### config.mk
export PLATFORM = sky130hd
export DESIGN_NAME = tmcw_apb_regs
export DESIGN_NICKNAME = d
export VERILOG_FILES = /design/src/hdl/tmcw_pkg.sv /design/src/hdl/tmcw_apb_regs.sv
export SDC_FILE = /design/constraint.sdc
export NUM_CORES = 1
export LEC_CHECK = 0
export BUFFER_PORTS_ARGS = -buffer_cell sky130_fd_sc_hd__buf_4
export CAP_MARGIN = 10
export CORE_MARGIN = 3
export CORE_UTILIZATION = 33
export CTS_BUF_LIST = sky130_fd_sc_hd__clkbuf_4 sky130_fd_sc_hd__clkbuf_8
export DETAILED_ROUTE_END_ITERATION = 10
export HOLD_SLACK_MARGIN = 0.1
export PLACE_DENSITY = 0.83
export SLEW_MARGIN = 10
export SYNTH_ARGS = -nofsm -noshare
export SYNTH_HDL_FRONTEND = slang
export SYNTH_SLANG_ARGS = --single-unit
### constraint.sdc
create_clock -name i_clk -period 1.3 [get_ports i_clk]
set_clock_uncertainty 0.1 [all_clocks]
set_input_delay 0.13 -clock i_clk [delete_from_list [all_inputs] [get_ports i_clk]]
set_output_delay 0.13 -clock i_clk [all_outputs]
set_load 0.02 [all_outputs]
### src/hdl/tmcw_pkg.sv
// Package for the text mode console writer.
// Holds the transfer payload types, function codes, character constants and APB map.
// Used by every module of the block; it depends on nothing else.
`timescale 1ns / 1ps

package tmcw_pkg;

    localparam int COLUMNS_DEF = 80;
    localparam int ROWS_DEF    = 25;

    localparam int CHAR_W = 8;
    localparam int ATTR_W = 8;
    localparam int POS_W  = 11;
    localparam int CUR_W  = 11;
    localparam int CELL_W = CHAR_W + ATTR_W;

    typedef enum logic [1:0] {
        FN_PUT   = 2'd0,
        FN_READ  = 2'd1,
        FN_SET   = 2'd2,
        FN_CLEAR = 2'd3
    } t_func;

    typedef struct packed {
        t_func              func;
        logic [CHAR_W-1:0]  character;
        logic [ATTR_W-1:0]  attribute;
        logic [POS_W-1:0]   position;
    } t_in_item;

    typedef struct packed {
        logic [CUR_W-1:0]   cursor;
        logic [CHAR_W-1:0]  cell_character;
        logic [ATTR_W-1:0]  cell_attribute;
    } t_out_item;

    localparam logic [CHAR_W-1:0] CH_NEWLINE   = 8'd10;
    localparam logic [CHAR_W-1:0] CH_BACKSPACE = 8'd8;
    localparam logic [CHAR_W-1:0] CH_SPACE     = 8'h20;
    localparam logic [CHAR_W-1:0] CH_NUL       = 8'h00;
    localparam logic [ATTR_W-1:0] BS_ATTR      = 8'h07;
    localparam logic [ATTR_W-1:0] RESET_ATTR   = 8'h0F;

    localparam int APB_AW = 2;
    localparam int APB_DW = 32;
    localparam logic [APB_AW-1:0] REG_BLANK_ATTR = 2'd0;

endpackage

### src/hdl/tmcw_apb_regs.sv
// APB configuration register of the text mode console writer.
// Holds the blank attribute used by scroll and clear; uses tmcw_pkg.
`timescale 1ns / 1ps

module tmcw_apb_regs (
    input  logic                        i_clk,
    input  logic                        i_rst_n,
    input  logic                        psel,
    input  logic                        penable,
    input  logic                        pwrite,
    input  logic [tmcw_pkg::APB_AW-1:0] paddr,
    input  logic [tmcw_pkg::APB_DW-1:0] pwdata,
    output logic [tmcw_pkg::APB_DW-1:0] prdata,
    output logic                        pready,
    output logic [tmcw_pkg::ATTR_W-1:0] o_blank_attr
);

    logic [tmcw_pkg::ATTR_W-1:0] r_blank_attr;

    always_ff @(posedge i_clk) begin
        if (!i_rst_n) begin
            r_blank_attr <= tmcw_pkg::RESET_ATTR;
        end else if (psel && penable && pwrite && paddr == tmcw_pkg::REG_BLANK_ATTR) begin
            r_blank_attr <= pwdata[tmcw_pkg::ATTR_W-1:0];
        end
    end

    always_comb begin
        prdata = '0;
        if (paddr == tmcw_pkg::REG_BLANK_ATTR) begin
            prdata[tmcw_pkg::ATTR_W-1:0] = r_blank_attr;
        end
    end

    assign pready       = 1'b1;
    assign o_blank_attr = r_blank_attr;

endmodule

==> flow_metrics.py <==
metrics = {
    "global_route": {
        "grt-ovfl-total": 0,
        "grt_pass1_wl_mm": 1.56,
        "grt_use_total": 0.101,
        "grt_pass1_vias": 392,
        "grt_max_degree": 13,
        "antenna_found_initial": 0,
    },
    "placement": {
        "port_buffers": 30,
        "gp_congestion": 0.617,
        "dp.cells": 114,
        "hpwl_um": 951,
    },
    "critical_path": {
        "cp_max_fo": 2,
        "cp_data_required_time_ns": 1.07,
        "critPathArrivalTime_ns": 1.01,
        "rrSetupSlack_ns": 0.55,
        "path_class": "reg2out",
        "startpoint_type": "flip-flop",
        "end_kind": "output port",
    },
    "timing": {
        "hold_slack_ns": 0.154,
        "setup_viol": 0,
        "tns_ns": 0,
        "timing.final.hold_violations": 0,
        "fin_crit_ns": 1.24,
        "rsz0062_at_grt": "no",
        "fmax_mhz": 804,
        "finalCritPeriodShare": 0.957,
        "slew_violations": 0,
    },
    "detailed_routing": {
        "avgViaCountPerCell": 4.05,
        "drc_errors": 0,
        "firstDrtPassIters": 4,
        "vias": 510,
        "wirelength_mm": 1.20,
        "wl_per_cell_um": 9.48,
        "drtIter0Drc": 3,
        "antenna_left": 0,
    },
    "floorplan": {
        "start_util": 0.366,
        "core_mm2": 0.00158,
        "dieWidth_um": 47.8,
        "die_h_um": 47.8,
        "rows": 14,
        "die_area_mm2": 0.00229,
        "pin_count": 80,
    },
    "final_layout": {
        "drive_above_1_share": 0.318,
        "antenna_cells": 0,
        "largest_reg_flops": 8,
        "final_cells": 126,
        "syn_to_final_growth_pct": 41.9,
        "fin_nets": 151,
    },
    "job": {
        "cap_violations": 0,
    },
    "synthesis": {
        "synth_edf_count": 0,
        "synth.area.top_cells": "buf_4 (33%), dfxtp_1 (28%), mux2i_1 (6.9%)",
        "postSynthAreaPerCell_um2": 8.01,
        "syn_inst": 72,
        "synth_common_cells": "buf_4 (25), dfxtp_1 (8), nand2_1 (8)",
        "synthFlopType": "dfxtp_1",
        "synth_area_leader_cell": "buf_4",
        "ys_types": 15,
        "synth-seq-area-share": 0.278,
        "ys_ff_latch": 8,
        "ys_async_sr_fraction": 0,
        "mappedNetlistArea_um2": 577,
        "yosysTopAreaCellShare": 0.325,
        "yosys_warnings": 0,
        "synth.most_common_cell": "buf_4",
    },
    "cts": {
        "post_cts_buffers": 0,
        "cts.sinks": 8,
        "clk_pin_slew_ns": 0.06,
        "htree_levels": 1,
        "clock-root-buffer": "clkbuf_4",
        "clockBufferDepth": 2,
        "insertion_delay_ns": 0.25,
        "numCtsBuffers": 3,
        "cts_tree": "built",
    },
    "power": {
        "p_leak_nw": 0.438,
        "power.density_mw_per_mm2": 764,
        "peakVddDrop_uv": 477,
    },
    "run_status": {
        "outcome": "completed",
    },
    "worst_hold_path": {
        "hold_class": "in2reg",
    },
}
final timing paths:
check                    end       startpoint  depth (start not counted)
max                prdata[3]  o_blank_attr[3]                          3
min          o_blank_attr[0]         paddr[0]                          4
max reg2reg  o_blank_attr[3]  o_blank_attr[3]                          2
min reg2reg  o_blank_attr[6]  o_blank_attr[6]                          2
cell usage in the layout, fill, tap and decap left out, drive strengths merged, types with 5 or more instances in the layout:
cell type	count
nand2	8
and2	5
dfxtp	8
buf	30
dlygate4sd3	9
conb	25
metrics by stage:
stage | worst slack, ns | cell area [um2] | power [mW] | utilization
finish | 0.0565 | 818 | 0.625 | 0.519
global placement | 0.241 | 706 | 0.415 | 0.448
detailed placement | 0.220 | 706 | 0.417 | 0.448
CTS | 0.0395 | 818 | 0.635 | 0.519
floorplan | 0.0585 | 663 | 0.417 | -
global route | 0.00890 | 818 | 0.659 | 0.519
worst max-delay path, cell delays in order, from the launching register on:
cell	delay (ns)
dfxtp_1	0.33
inv_1	0.06
nor3_1	0.20
buf_4	0.17
timing repair:
item | CTS | global route
hold endpoints to repair | 8 | 0
hold buffers | 9 | 0
resized for setup | 0 | 0
kinds of logic (layout without fill, tap and decap cells):
kind of cell,after synthesis,count (layout),synth area share
buf+inv,31,46,0.377
other cells,2,25,0.0130
compound gates,4,4,0.0521
simple gates,23,23,0.210
mux,4,4,0.0694
flops,8,8,0.278
report_power, final:
group / switching (mW) / internal [mW] / total [mW]
clock network: 0.0858 / 0.106 / 0.192
registers: 0.00225 / 0.250 / 0.252
logic: 0.114 / 0.0678 / 0.182
total: 0.202 / 0.423 / 0.625
cell type report:
cell class,instances,area [um2]
Clock buffer,3,22.5
Sequential cell,8,160
Timing Repair Buffer,39,315
Multi-Input combinational cell,56,285
Tap cell,16,20.0
Fill cell,156,758
Inverter,4,15.0
routing by layer:
| layer | up-vias | routed length (um) | GRT usage |
|---|---|---|---|
| met5 | - | 0 | 0 |
| met4 | 0 | 0 | 0.0323 |
| met3 | 0 | 163 | 0.0451 |
| met2 | 42 | 620 | 0.190 |
| met1 | 210 | 411 | 0.0960 |
| li1 | 258 | - | - |
No activity file was read; power rests on OpenSTA's default activity.
