**config.mk**
```make
export PLATFORM = sky130hd
export DESIGN_NAME = tmcw_ctrl
export DESIGN_NICKNAME = d
export VERILOG_FILES = /design/src/hdl/tmcw_pkg.sv /design/src/hdl/tmcw_ctrl.sv
export SDC_FILE = /design/constraint.sdc
export NUM_CORES = 1
export LEC_CHECK = 0
export ABC_AREA = 1
export BUFFER_PORTS_ARGS = -buffer_cell sky130_fd_sc_hd__buf_4
export CORE_MARGIN = 4
export CORE_UTILIZATION = 53
export CTS_BUF_LIST = sky130_fd_sc_hd__clkbuf_4 sky130_fd_sc_hd__clkbuf_8 sky130_fd_sc_hd__clkbuf_16
export DETAILED_ROUTE_END_ITERATION = 6
export PLACE_DENSITY = 0.76
export SKIP_CTS_REPAIR_TIMING = 1
export SLEW_MARGIN = 0
export SYNTH_ARGS = -nofsm -noshare
export SYNTH_HDL_FRONTEND = slang
export SYNTH_SLANG_ARGS = --single-unit
export TNS_END_PERCENT = 1
```
**constraint.sdc**
```tcl
create_clock -name i_clk -period 2.5 [get_ports i_clk]
set_input_delay 0.5 -clock i_clk [delete_from_list [all_inputs] [get_ports i_clk]]
set_output_delay 0.5 -clock i_clk [all_outputs]
set_load 0.03 [all_outputs]
```
**src/hdl/tmcw_pkg.sv**
```systemverilog
// Package for the text mode console writer.
// Holds the transfer payload types, function codes, character constants and APB map.
// Used by every module of the block; it depends on nothing else.
`timescale 1ns / 1ps

package tmcw_pkg;

    localparam int COLUMNS_DEF = 80;
    localparam int ROWS_DEF    = 25;

    localparam int CHAR_W = 8;
    localparam int ATTR_W = 8;
    localparam int POS_W  = 11;
    localparam int CUR_W  = 11;
    localparam int CELL_W = CHAR_W + ATTR_W;

    typedef enum logic [1:0] {
        FN_PUT   = 2'd0,
        FN_READ  = 2'd1,
        FN_SET   = 2'd2,
        FN_CLEAR = 2'd3
    } t_func;

    typedef struct packed {
        t_func              func;
        logic [CHAR_W-1:0]  character;
        logic [ATTR_W-1:0]  attribute;
        logic [POS_W-1:0]   position;
    } t_in_item;

    typedef struct packed {
        logic [CUR_W-1:0]   cursor;
        logic [CHAR_W-1:0]  cell_character;
        logic [ATTR_W-1:0]  cell_attribute;
    } t_out_item;

    localparam logic [CHAR_W-1:0] CH_NEWLINE   = 8'd10;
    localparam logic [CHAR_W-1:0] CH_BACKSPACE = 8'd8;
    localparam logic [CHAR_W-1:0] CH_SPACE     = 8'h20;
    localparam logic [CHAR_W-1:0] CH_NUL       = 8'h00;
    localparam logic [ATTR_W-1:0] BS_ATTR      = 8'h07;
    localparam logic [ATTR_W-1:0] RESET_ATTR   = 8'h0F;

    localparam int APB_AW = 2;
    localparam int APB_DW = 32;
    localparam logic [APB_AW-1:0] REG_BLANK_ATTR = 2'd0;

endpackage

```
**src/hdl/tmcw_ctrl.sv**
```systemverilog
// Sequencer of the text mode console writer.
// Tracks the cursor, runs the copy and fill sweeps over the screen memory and
// drives the transfer handshakes; uses tmcw_pkg and drives tmcw_screen_ram.
`timescale 1ns / 1ps

module tmcw_ctrl #(
    parameter int COLUMNS = tmcw_pkg::COLUMNS_DEF,
    parameter int ROWS    = tmcw_pkg::ROWS_DEF,
    parameter int AW      = $clog2(COLUMNS * ROWS)
) (
    input  logic                        i_clk,
    input  logic                        i_rst_n,
    input  logic                        i_in_valid,
    output logic                        o_in_ready,
    input  tmcw_pkg::t_in_item          i_in,
    output logic                        o_out_valid,
    input  logic                        i_out_ready,
    output tmcw_pkg::t_out_item         o_out,
    input  logic [tmcw_pkg::ATTR_W-1:0] i_blank_attr,
    output logic                        o_mem_we,
    output logic [AW-1:0]               o_mem_waddr,
    output logic [tmcw_pkg::CELL_W-1:0] o_mem_wdata,
    output logic [AW-1:0]               o_mem_raddr,
    input  logic [tmcw_pkg::CELL_W-1:0] i_mem_rdata
);

    localparam int CELLS = COLUMNS * ROWS;
    localparam int LAST  = CELLS - COLUMNS;
    localparam int CW    = $clog2(CELLS + 1);
    localparam int COLW  = $clog2(COLUMNS);
    localparam int POS_W = tmcw_pkg::POS_W;
    localparam int CUR_W = tmcw_pkg::CUR_W;
    localparam int XW    = (CW > POS_W) ? CW : POS_W;

    localparam logic [CW-1:0]   CELLS_C = CW'(CELLS);
    localparam logic [CW-1:0]   LAST_C  = CW'(LAST);
    localparam logic [CW-1:0]   COLS_C  = CW'(COLUMNS);
    localparam logic [COLW-1:0] COL_MAX = COLW'(COLUMNS - 1);
    localparam logic [XW-1:0]   CELLS_X = XW'(CELLS);

    typedef enum logic [8:0] {
        ST_INIT   = 9'b000000001,
        ST_IDLE   = 9'b000000010,
        ST_READ   = 9'b000000100,
        ST_SEEK   = 9'b000001000,
        ST_SCROLL = 9'b000010000,
        ST_SFILL  = 9'b000100000,
        ST_PUT    = 9'b001000000,
        ST_CLEAR  = 9'b010000000,
        ST_DONE   = 9'b100000000
    } t_state;

    t_state                      r_state, n_state;
    logic [CW-1:0]               r_cursor, n_cursor;
    logic [CW-1:0]               r_base, n_base;
    logic [COLW-1:0]             r_col, n_col;
    logic [CW-1:0]               r_idx, n_idx;
    logic [AW-1:0]               r_widx, n_widx;
    logic                        r_wvalid, n_wvalid;
    logic                        r_out_valid, n_out_valid;
    tmcw_pkg::t_out_item         r_out, n_out;
    logic [tmcw_pkg::CHAR_W-1:0] r_char, n_char;
    logic [tmcw_pkg::ATTR_W-1:0] r_attr, n_attr;
    logic [CW-1:0]               r_target, n_target;
    logic                        r_rd_ok, n_rd_ok;
    logic [tmcw_pkg::CHAR_W-1:0] r_res_char, n_res_char;
    logic [tmcw_pkg::ATTR_W-1:0] r_res_attr, n_res_attr;

    logic [XW-1:0] w_pos_x;
    logic [CW:0]   w_base_step;
    logic          w_in_range;

    assign w_pos_x     = XW'(i_in.position);
    assign w_base_step = {1'b0, r_base} + {1'b0, COLS_C};
    assign w_in_range  = r_cursor < CELLS_C;

    always_comb begin
        n_state     = r_state;
        n_cursor    = r_cursor;
        n_base      = r_base;
        n_col       = r_col;
        n_idx       = r_idx;
        n_widx      = r_widx;
        n_wvalid    = 1'b0;
        n_out_valid = r_out_valid && !i_out_ready;
        n_out       = r_out;
        n_char      = r_char;
        n_attr      = r_attr;
        n_target    = r_target;
        n_rd_ok     = r_rd_ok;
        n_res_char  = r_res_char;
        n_res_attr  = r_res_attr;
        o_mem_we    = 1'b0;
        o_mem_waddr = AW'(r_cursor);
        o_mem_wdata = {r_attr, r_char};
        o_mem_raddr = AW'(i_in.position);

        unique case (r_state)
            ST_INIT, ST_CLEAR: begin
                o_mem_we    = 1'b1;
                o_mem_waddr = AW'(r_idx);
                o_mem_wdata = {(r_state == ST_INIT) ? tmcw_pkg::RESET_ATTR : i_blank_attr,
                               tmcw_pkg::CH_NUL};
                n_idx       = r_idx + 1'b1;
                if (r_idx == CELLS_C - 1'b1) begin
                    n_cursor = '0;
                    n_base   = '0;
                    n_col    = '0;
                    n_state  = (r_state == ST_INIT) ? ST_IDLE : ST_DONE;
                end
            end
            ST_IDLE: begin
                if (i_in_valid) begin
                    n_char     = i_in.character;
                    n_attr     = i_in.attribute;
                    n_rd_ok    = w_pos_x < CELLS_X;
                    n_res_char = '0;
                    n_res_attr = '0;
                    n_idx      = '0;
                    n_state    = ST_DONE;
                    unique case (i_in.func)
                        tmcw_pkg::FN_PUT: begin
                            if (i_in.character == tmcw_pkg::CH_NEWLINE) begin
                                if (r_base >= LAST_C) begin
                                    n_state = ST_SCROLL;
                                end else begin
                                    n_base   = CW'(w_base_step);
                                    n_cursor = CW'(w_base_step);
                                    n_col    = '0;
                                end
                            end else if (i_in.character == tmcw_pkg::CH_BACKSPACE) begin
                                if (w_in_range && r_col != '0) begin
                                    o_mem_we    = 1'b1;
                                    o_mem_waddr = AW'(r_cursor - 1'b1);
                                    o_mem_wdata = {tmcw_pkg::BS_ATTR, tmcw_pkg::CH_SPACE};
                                    n_cursor    = r_cursor - 1'b1;
                                    n_col       = r_col - 1'b1;
                                end
                            end else if (!w_in_range) begin
                                n_state = ST_SCROLL;
                            end else begin
                                o_mem_we    = 1'b1;
                                o_mem_waddr = AW'(r_cursor);
                                o_mem_wdata = {i_in.attribute, i_in.character};
                                n_cursor    = r_cursor + 1'b1;
                                if (r_col == COL_MAX) begin
                                    n_col  = '0;
                                    n_base = CW'(w_base_step);
                                end else begin
                                    n_col = r_col + 1'b1;
                                end
                            end
                        end
                        tmcw_pkg::FN_READ: begin
                            n_state = ST_READ;
                        end
                        tmcw_pkg::FN_SET: begin
                            n_target = (w_pos_x > CELLS_X) ? CELLS_C : CW'(w_pos_x);
                            n_base   = '0;
                            n_col    = '0;
                            n_state  = ST_SEEK;
                        end
                        tmcw_pkg::FN_CLEAR: begin
                            n_state = ST_CLEAR;
                        end
                    endcase
                end
            end
            ST_READ: begin
                if (r_rd_ok) begin
                    n_res_char = i_mem_rdata[tmcw_pkg::CHAR_W-1:0];
                    n_res_attr = i_mem_rdata[tmcw_pkg::CELL_W-1:tmcw_pkg::CHAR_W];
                end
                n_state = ST_DONE;
            end
            ST_SEEK: begin
                if ({1'b0, r_target} >= w_base_step) begin
                    n_base = CW'(w_base_step);
                end else begin
                    n_col    = COLW'(r_target - r_base);
                    n_cursor = r_target;
                    n_state  = ST_DONE;
                end
            end
            ST_SCROLL: begin
                o_mem_raddr = AW'(r_idx + COLS_C);
                n_wvalid    = 1'b1;
                n_widx      = AW'(r_idx);
                n_idx       = r_idx + 1'b1;
                if (r_idx == LAST_C - 1'b1) begin
                    n_state = ST_SFILL;
                end
            end
            ST_SFILL: begin
                if (!r_wvalid) begin
                    o_mem_we    = 1'b1;
                    o_mem_waddr = AW'(r_idx);
                    o_mem_wdata = {i_blank_attr, tmcw_pkg::CH_NUL};
                    n_idx       = r_idx + 1'b1;
                    if (r_idx == CELLS_C - 1'b1) begin
                        n_cursor = LAST_C;
                        n_base   = LAST_C;
                        n_col    = '0;
                        n_state  = (r_char == tmcw_pkg::CH_NEWLINE) ? ST_DONE : ST_PUT;
                    end
                end
            end
            ST_PUT: begin
                o_mem_we    = 1'b1;
                o_mem_waddr = AW'(LAST_C);
                o_mem_wdata = {r_attr, r_char};
                n_cursor    = LAST_C + 1'b1;
                n_col       = COLW'(1);
                n_state     = ST_DONE;
            end
            ST_DONE: begin
                if (!r_out_valid || i_out_ready) begin
                    n_out.cursor         = CUR_W'(r_cursor);
                    n_out.cell_character = r_res_char;
                    n_out.cell_attribute = r_res_attr;
                    n_out_valid          = 1'b1;
                    n_state              = ST_IDLE;
                end
            end
            default: begin
                n_state = ST_INIT;
            end
        endcase

        // The copy write of the previous sweep step lands in the cycle after its read.
        if (r_wvalid) begin
            o_mem_we    = 1'b1;
            o_mem_waddr = r_widx;
            o_mem_wdata = i_mem_rdata;
        end
    end

    always_ff @(posedge i_clk) begin
        if (!i_rst_n) begin
            r_state     <= ST_INIT;
            r_cursor    <= '0;
            r_base      <= '0;
            r_col       <= '0;
            r_idx       <= '0;
            r_wvalid    <= 1'b0;
            r_out_valid <= 1'b0;
        end else begin
            r_state     <= n_state;
            r_cursor    <= n_cursor;
            r_base      <= n_base;
            r_col       <= n_col;
            r_idx       <= n_idx;
            r_wvalid    <= n_wvalid;
            r_out_valid <= n_out_valid;
        end
    end

    always_ff @(posedge i_clk) begin
        r_widx     <= n_widx;
        r_out      <= n_out;
        r_char     <= n_char;
        r_attr     <= n_attr;
        r_target   <= n_target;
        r_rd_ok    <= n_rd_ok;
        r_res_char <= n_res_char;
        r_res_attr <= n_res_attr;
    end

    assign o_in_ready  = (r_state == ST_IDLE);
    assign o_out_valid = r_out_valid;
    assign o_out       = r_out;

    a_cursor_range: assert property (@(posedge i_clk) disable iff (!i_rst_n)
        r_cursor <= CELLS_C)
        else $error("cursor beyond the past-end value");

    a_col_range: assert property (@(posedge i_clk) disable iff (!i_rst_n)
        r_col <= COL_MAX)
        else $error("column beyond the last column");

    a_cursor_split: assert property (@(posedge i_clk) disable iff (!i_rst_n)
        (r_state == ST_IDLE) |-> ({1'b0, r_cursor} == {1'b0, r_base} + (CW + 1)'(r_col)))
        else $error("cursor does not match row start plus column");

    a_copy_origin: assert property (@(posedge i_clk) disable iff (!i_rst_n)
        r_wvalid |-> $past(r_state) == ST_SCROLL)
        else $error("copy write outside a scroll sweep");

endmodule

```
==> out/results.tsv, run 1 <==
stage	metric	value	unit
outcome	status	complete, but fails checks	
sta	max-slew-margin-rel	57.9	%
logic_synthesis	async_flop_share	0	%
grt	met3_usage	5.85	%
power_and_ir_drop	power.switching	5.74	mW
power_and_ir_drop	p_per_area	1070	nW/um^2
place	placed_area	10600	um^2
worst_hold_path	min-delay-path-class	in2reg	
clocking	cts_tree	done	
cells_and_area	nets	1507	
sta	finalSetupViolations	38	
critical_path	critical_path_peak_fanout	6	
critical_path	worst-endpoint-arrival	2340	ps
logic_synthesis	synthesis.area	8660	um^2
critical_path	cpMaxStageDelayCell	dfxtp_2	
logic_synthesis	synth.avg_cell_area	7.31	um^2
cells_and_area	areaGrowthSynthToFinish	34.8	%
sta	period_minus_slack	2840	ps
grt	grt_max_degree	28	
logic_synthesis	ys_ff_latch	129	
clocking	clock_latency	430	ps
sta	final_max_slew_viol_count	0	
critical_path	worstPathRequired	2000	ps
logic_synthesis	synth_ff_type	edfxtp_1	
critical_path	worstPathCellList	inv_2 > ha_4 > nand3_4 > nor2_2 > nor2_4 > buf_12 > clkbuf_16 > nand2_1 > o21ai_0 > o211ai_1 > o21ai_1 > inv_2 > buf_4	
job	cap_viol_max_count	0	
logic_synthesis	syn_inst	1184	
logic_synthesis	synth_area_leaders	edfxtp_1 (28%), nand2_1 (12%), dfxtp_1 (11%)	
routing	drt_drc_violations_left	0	
grt	met2_usage	49.8	%
routing	routedWlPerCell	17.7	um
logic_synthesis	yosysWarnings	0	
sta	period_share	113	%
sta	rsz0062_at_grt	yes	
die	io_pins	125	
place	dpl.hpwl	21800	um
logic_synthesis	synthesis.nets	1261	
routing	routed_wl	29400	um
clocking	ctsHtreeMaxLevel	4	
outcome	violations	negative setup slack	
logic_synthesis	synth_most_common_cell	nand2_1	
grt	grt_pass1_vias	8321	
logic_synthesis	yosysTopAreaCell	edfxtp_1	
die	core_region_area	15900	um^2
die	row_count	46	
critical_path	start_kind	register	
clocking	cts_buffer_depth	2	
sta	whs	263	ps
sta	tns	-7670	ps
power_and_ir_drop	ir_worst_vdd	0.000981	V
clocking	cts_made_buffers	17	
logic_synthesis	yosys-top-cells-count	nand2_1 (284), inv_1 (158), nor2_1 (154)	
place	portBuffers	124	
cells_and_area	diodes	0	
routing	vias	9218	
cells_and_area	drive_gt1_share	30.6	%
sta	worst_pin_slew	626	ps
place	gp_congestion	1.01	
grt	grt_pass1_wl	43800	um
power_and_ir_drop	pwr-share-seq	20.9	%
grt	grt_overflow	0	
routing	dr.pass1.iters	6	
grt	busiest_layer	met2	
power_and_ir_drop	comb_power_share	58.7	%
critical_path	crit_path_end_kind	output pin	
logic_synthesis	synth-edff-count	82	
critical_path	critPathMaxStageDelay	330	ps
die	die_area	18400	um^2
sta	finalWorstSetupSlack	-336	ps
grt	antenna_found_initial	0	
routing	first_iter_violations	1190	
logic_synthesis	synth_cell_types	50	
logic_synthesis	yosysSeqAreaShare	39.3	%
clocking	cts_root_buf	clkbuf_16	
clocking	path_clk_slew	60	ps
routing	ant_nets	0	
critical_path	critPathKind	reg2out	
power_and_ir_drop	p_int	6.72	mW
sta	skew	8.25	ps
routing	vias_per_cell	5.56	
power_and_ir_drop	switching_share	46.1	%
die	die_h	136	um
clocking	cts.sinks	129	
sta	hold_viol_final	0	
sta	fmax	353	MHz
power_and_ir_drop	leakagePower	5.41	nW
grt	track_usage	30.6	%
critical_path	path_common_cell	inv_2	
power_and_ir_drop	p_clk_share	20.4	%
die	die_width	136	um
logic_synthesis	synthDominantCellAreaShare	28.4	%
grt	gr-usage-met1	40.5	%
cells_and_area	stdcell_area	11700	um^2
die	start_util	54.3	%
==> flip-flops by register name, indices dropped and copies added, names as in the netlist <==
signal and cells:
r_target 11, r_idx 11, o_out 27, r_res_char 8, r_col 7, r_attr 8, r_base 7, r_cursor 11
r_state 9, r_widx 11, r_char 8, r_res_attr 8, r_wvalid 1, o_out_valid 1, r_rd_ok 1
==> per-stage QoR <==
step	worst slack (ps)	cells	power, mW	utilization, %
floorplan	-103	1184	6.79	-
global placement	-178	1612	9.00	66.6
detailed placement	-221	1612	9.06	66.6
CTS	-515	1644	11.6	70.3
global route	-501	1659	13.1	73.2
finish	-336	1659	12.5	73.2
==> kinds of logic (layout without fill, tap and decap cells) <==
group / count (synthesis) / count (layout) / share of synthesized area, %
and+or+nand+nor: 622 / 622 / 33.3
buffers and inverters: 208 / 467 / 10.4
AOI/OAI and AO/OA: 182 / 182 / 12.0
DFF: 129 / 129 / 39.3
xor gates and xnor gates: 21 / 21 / 2.12
adders and majority gates: 20 / 20 / 2.89
other: 2 / 2 / 0.0867
==> critical path: cells and delay by family (launching register included) <==
family                   cells  cell delay [ps]
AO/OA/AOI/OAI                3              420
AND/OR/NAND/NOR              4              390
flip-flops                   1              330
adder cells (fa/ha/maj)      1              150
buffers and inverters        5              620
==> placed cells by master (no fill, tap or decap), types with 9 or more instances in the layout <==
| master | n |
|---|---|
| nor3_1 | 12 |
| a22oi_1 | 10 |
| nand4_1 | 30 |
| buf_6 | 11 |
| inv_1 | 152 |
| dfxtp_2 | 17 |
| dfxtp_1 | 29 |
| ha_1 | 16 |
| nand2_4 | 10 |
| a21oi_1 | 65 |
| o211ai_1 | 12 |
| xor2_1 | 16 |
| edfxtp_1 | 82 |
| nand2_2 | 21 |
| nor2_4 | 26 |
| nor2_2 | 14 |
| o21ai_0 | 41 |
| nand3_2 | 9 |
| buf_4 | 247 |
| nand2_1 | 270 |
| nand3_1 | 74 |
| o21ai_1 | 23 |
| inv_2 | 14 |
| clkbuf_16 | 18 |
| nor2_1 | 139 |
==> routing by layer <==
| layer | wire length, um | part of all wire [%] |
|---|---|---|
| met5 | 0 | 0 |
| met4 | 1050 | 3.6 |
| met3 | 2640 | 9.0 |
| met2 | 13700 | 47 |
| met1 | 12000 | 41 |
==> area by class of cell <==
| cell class | count | area [um^2] |
|---|---|---|
| Multi-Input combinational cell | 847 | 4620 |
| Fill cell | 1237 | 4270 |
| Sequential cell | 129 | 3430 |
| Timing Repair Buffer | 264 | 2100 |
| Inverter | 171 | 658 |
| Clock buffer | 17 | 425 |
| Tap cell | 216 | 270 |
| Clock inverter | 15 | 173 |
==> path summary, 6_finish.rpt <==
check                                   start              to  slack [ps]  cells past startpoint
worst min-delay path                 i_in[14]       r_attr[3]         260                      1
worst max register to register      r_base[4]        r_col[5]         -60                     18
worst max-delay path                 r_col[0]  o_mem_waddr[8]        -340                     13
worst min register to register  r_res_char[5]       o_out[13]         420                      0
==> power by group through the flow <==
stage	Combinational [mW]	Sequential, mW	Clock, mW
2_1_floorplan	4.18	2.61	0
3_3_place_gp	6.40	2.59	0
3_5_place_dp	6.46	2.60	0
4_1_cts	6.53	2.56	2.56
5_1_grt	7.82	2.62	2.68
6_report	7.31	2.60	2.55
Power figures use the tool's default switching activity.
==> inputs of run 2 (changes only) <==
CORE_MARGIN = 10   (was 4)
==> run 2 against run 1 <==
Against the previous run:
- the run still ends with negative setup slack left
- sequential power about the same
- clock power decreased by 4%
- design area up 0.48%
- die area increased by 18%
- via count down 1.4%
- wire length rose by 2.3%
- critical endpoint is now o_mem_wdata[0]
==> out/results.tsv, run 2 (synthesis gave the netlist of run 1 again) <==
stage	metric	value	unit
clocking	path_clk_slew	60	ps
sta	whs	256	ps
critical_path	worstPathRequired	2000	ps
power_and_ir_drop	power.switching	5.81	mW
cells_and_area	stdcell_count	1663	
sta	fmax	352	MHz
cells_and_area	most-common-layout-cells	nand2_1 (265), buf_4 (249), inv_1 (153)	
power_and_ir_drop	leakagePower	5.46	nW
critical_path	cpMaxStageDelayCell	dfxtp_2	
place	dpl.hpwl	23100	um
routing	routed_wl	30000	um
place	portBuffers	124	
sta	finalWorstSetupSlack	-343	ps
routing	first_iter_violations	1017	
critical_path	crit_cells	14	
clocking	cts.sinks	129	
critical_path	start_kind	register	
sta	finalSetupViolations	41	
routing	wl_met3	2560	um
power_and_ir_drop	pwr-share-seq	21.1	%
sta	max-slew-margin-rel	57.2	%
power_and_ir_drop	switching_share	46.7	%
grt	track_usage	26.5	%
place	placed_area	10600	um^2
grt	antenna_found_initial	0	
critical_path	worstPathCellList	inv_2 > ha_4 > nand3_4 > buf_6 > inv_4 > nand2_4 > nand2_4 > nor2_4 > nand2_2 > nand2_2 > nor2_4 > nand2_1 > a31oi_1 > buf_4	
routing	vias	9092	
cells_and_area	areaGrowthSynthToFinish	35.5	%
sta	rsz0062_at_grt	yes	
cells_and_area	final_common_cell	nand2_1	
critical_path	crit_family	simple AND/OR/NAND/NOR gates	
die	core_region_area	15900	um^2
clocking	clock_latency	440	ps
die	start_util	54.3	%
critical_path	crit_path_end_kind	output pin	
critical_path	worst-endpoint-arrival	2340	ps
routing	met2WireLength	13900	um
grt	grt_max_degree	28	
critical_path	worst-path-buf-inv	4	
routing	routedWlPerCell	18.1	um
critical_path	critPathKind	reg2out	
routing	top_layer_used	met4	
cells_and_area	largest_reg_flops	27	
sta	tns	-7810	ps
power_and_ir_drop	p_per_area	1060	nW/um^2
cells_and_area	drive_gt1_share	31.7	%
routing	drt_drc_violations_left	0	
cells_and_area	fillers	1283	
grt	grt_pass1_vias	8564	
clocking	cts_made_buffers	17	
sta	hold_viol_final	0	
critical_path	critPathLaunch	r_col[1]	
die	row_count	46	
routing	ant_nets	0	
cells_and_area	nets	1511	
routing	vias_per_cell	5.47	
sta	period_share	114	%
critical_path	rrSetupSlack	-140	ps
sta	worst_pin_slew	636	ps
power_and_ir_drop	p_int	6.63	mW
routing	met1Wirelength	12600	um
place	gp_congestion	1.03	
clocking	ctsHtreeMaxLevel	4	
clocking	cts_root_buf	clkbuf_16	
grt	grt_pass1_wl	45900	um
power_and_ir_drop	comb_power_share	59.2	%
critical_path	r2r_cells	17	
outcome	status	complete, but fails checks	
cells_and_area	stdcell_area	11700	um^2
cells_and_area	diodes	0	
job	cap_viol_max_count	0	
power_and_ir_drop	ir_worst_vdd	0.000842	V
critical_path	reg2reg_from	r_base[4]	
grt	grt_overflow	0	
routing	dr.pass1.iters	5	
die	die_area	21900	um^2
critical_path	crit_end	o_mem_wdata[0]	
clocking	cts_tree	done	
critical_path	critPathMaxStageDelay	320	ps
worst_hold_path	min-delay-path-class	in2reg	
place	dp_cells	1617	
critical_path	reg2reg_to	r_base[6]	
sta	final_max_slew_viol_count	0	
critical_path	critical_path_peak_fanout	8	
die	io_pins	125	
sta	period_minus_slack	2840	ps
place	dp_slack	-228	ps
power_and_ir_drop	p_clk_share	19.7	%
outcome	violations	negative setup slack	
die	die_width	148	um
clocking	cts_buffer_depth	2	
die	die_h	148	um
sta	skew	10.1	ps
run 2: worst min path at each step:
| stage | startpoint | to | depth (start not counted) |
|---|---|---|---|
| 3_3_place_gp | r_res_char[4] | o_out[12] | 0 |
| 5_1_grt | i_in[12] | r_attr[1] | 1 |
| 3_5_place_dp | r_res_char[7] | o_out[15] | 0 |
| 4_1_cts | i_in[15] | r_attr[4] | 1 |
| 2_1_floorplan | r_res_attr[0] | o_out[0] | 0 |
| 6_report | i_in[15] | r_attr[4] | 1 |
run 2: worst register-to-register path, stage by stage, from the launching register on:
cell      delay [ps]
dfxtp_4          380
ha_4             140
nor2_1            40
nor2_1           160
nand2_1          110
xor2_2           170
ha_1             330
inv_1             60
o21bai_1         140
nand2_1           80
o21ai_2           90
nor2_2            90
buf_4            140
nand2_2           70
buf_6            130
nand4_1          150
nand2_1          180
nor2_1            70
run 2: area by class of cell:
cell class / instances / area, um^2 / share of cell area, %
clock buffer: 17 / 425 / 3.63
inverter: 171 / 653 / 5.57
multi-input combinational: 847 / 4660 / 39.8
clock inverter: 15 / 148 / 1.26
timing repair buffer: 268 / 2130 / 18.2
tap: 216 / 270 / 2.30
sequential: 129 / 3440 / 29.3
run 2: metal layers:
layer | track usage (%) | vias to the layer above
met5 | 0 | -
met4 | 9.61 | 0
met3 | 5.86 | 87
met2 | 42.4 | 451
met1 | 34.4 | 4175
li1 | - | 4379
run 2: per-stage QoR:
step                total power [mW]  utilization, %
floorplan                       6.79               -
global route                    13.0            73.6
detailed placement              9.22            66.8
CTS                             11.7            70.4
finish                          12.4            73.6
global placement                9.11            66.8
run 2: power by group through the flow:
stage / sequential (mW) / clock, mW / combinational, mW
3_5_place_dp: 2.61 / 0 / 6.61
6_report: 2.62 / 2.45 / 7.36
3_3_place_gp: 2.60 / 0 / 6.51
4_1_cts: 2.57 / 2.47 / 6.69
2_1_floorplan: 2.61 / 0 / 4.18
5_1_grt: 2.64 / 2.57 / 7.82
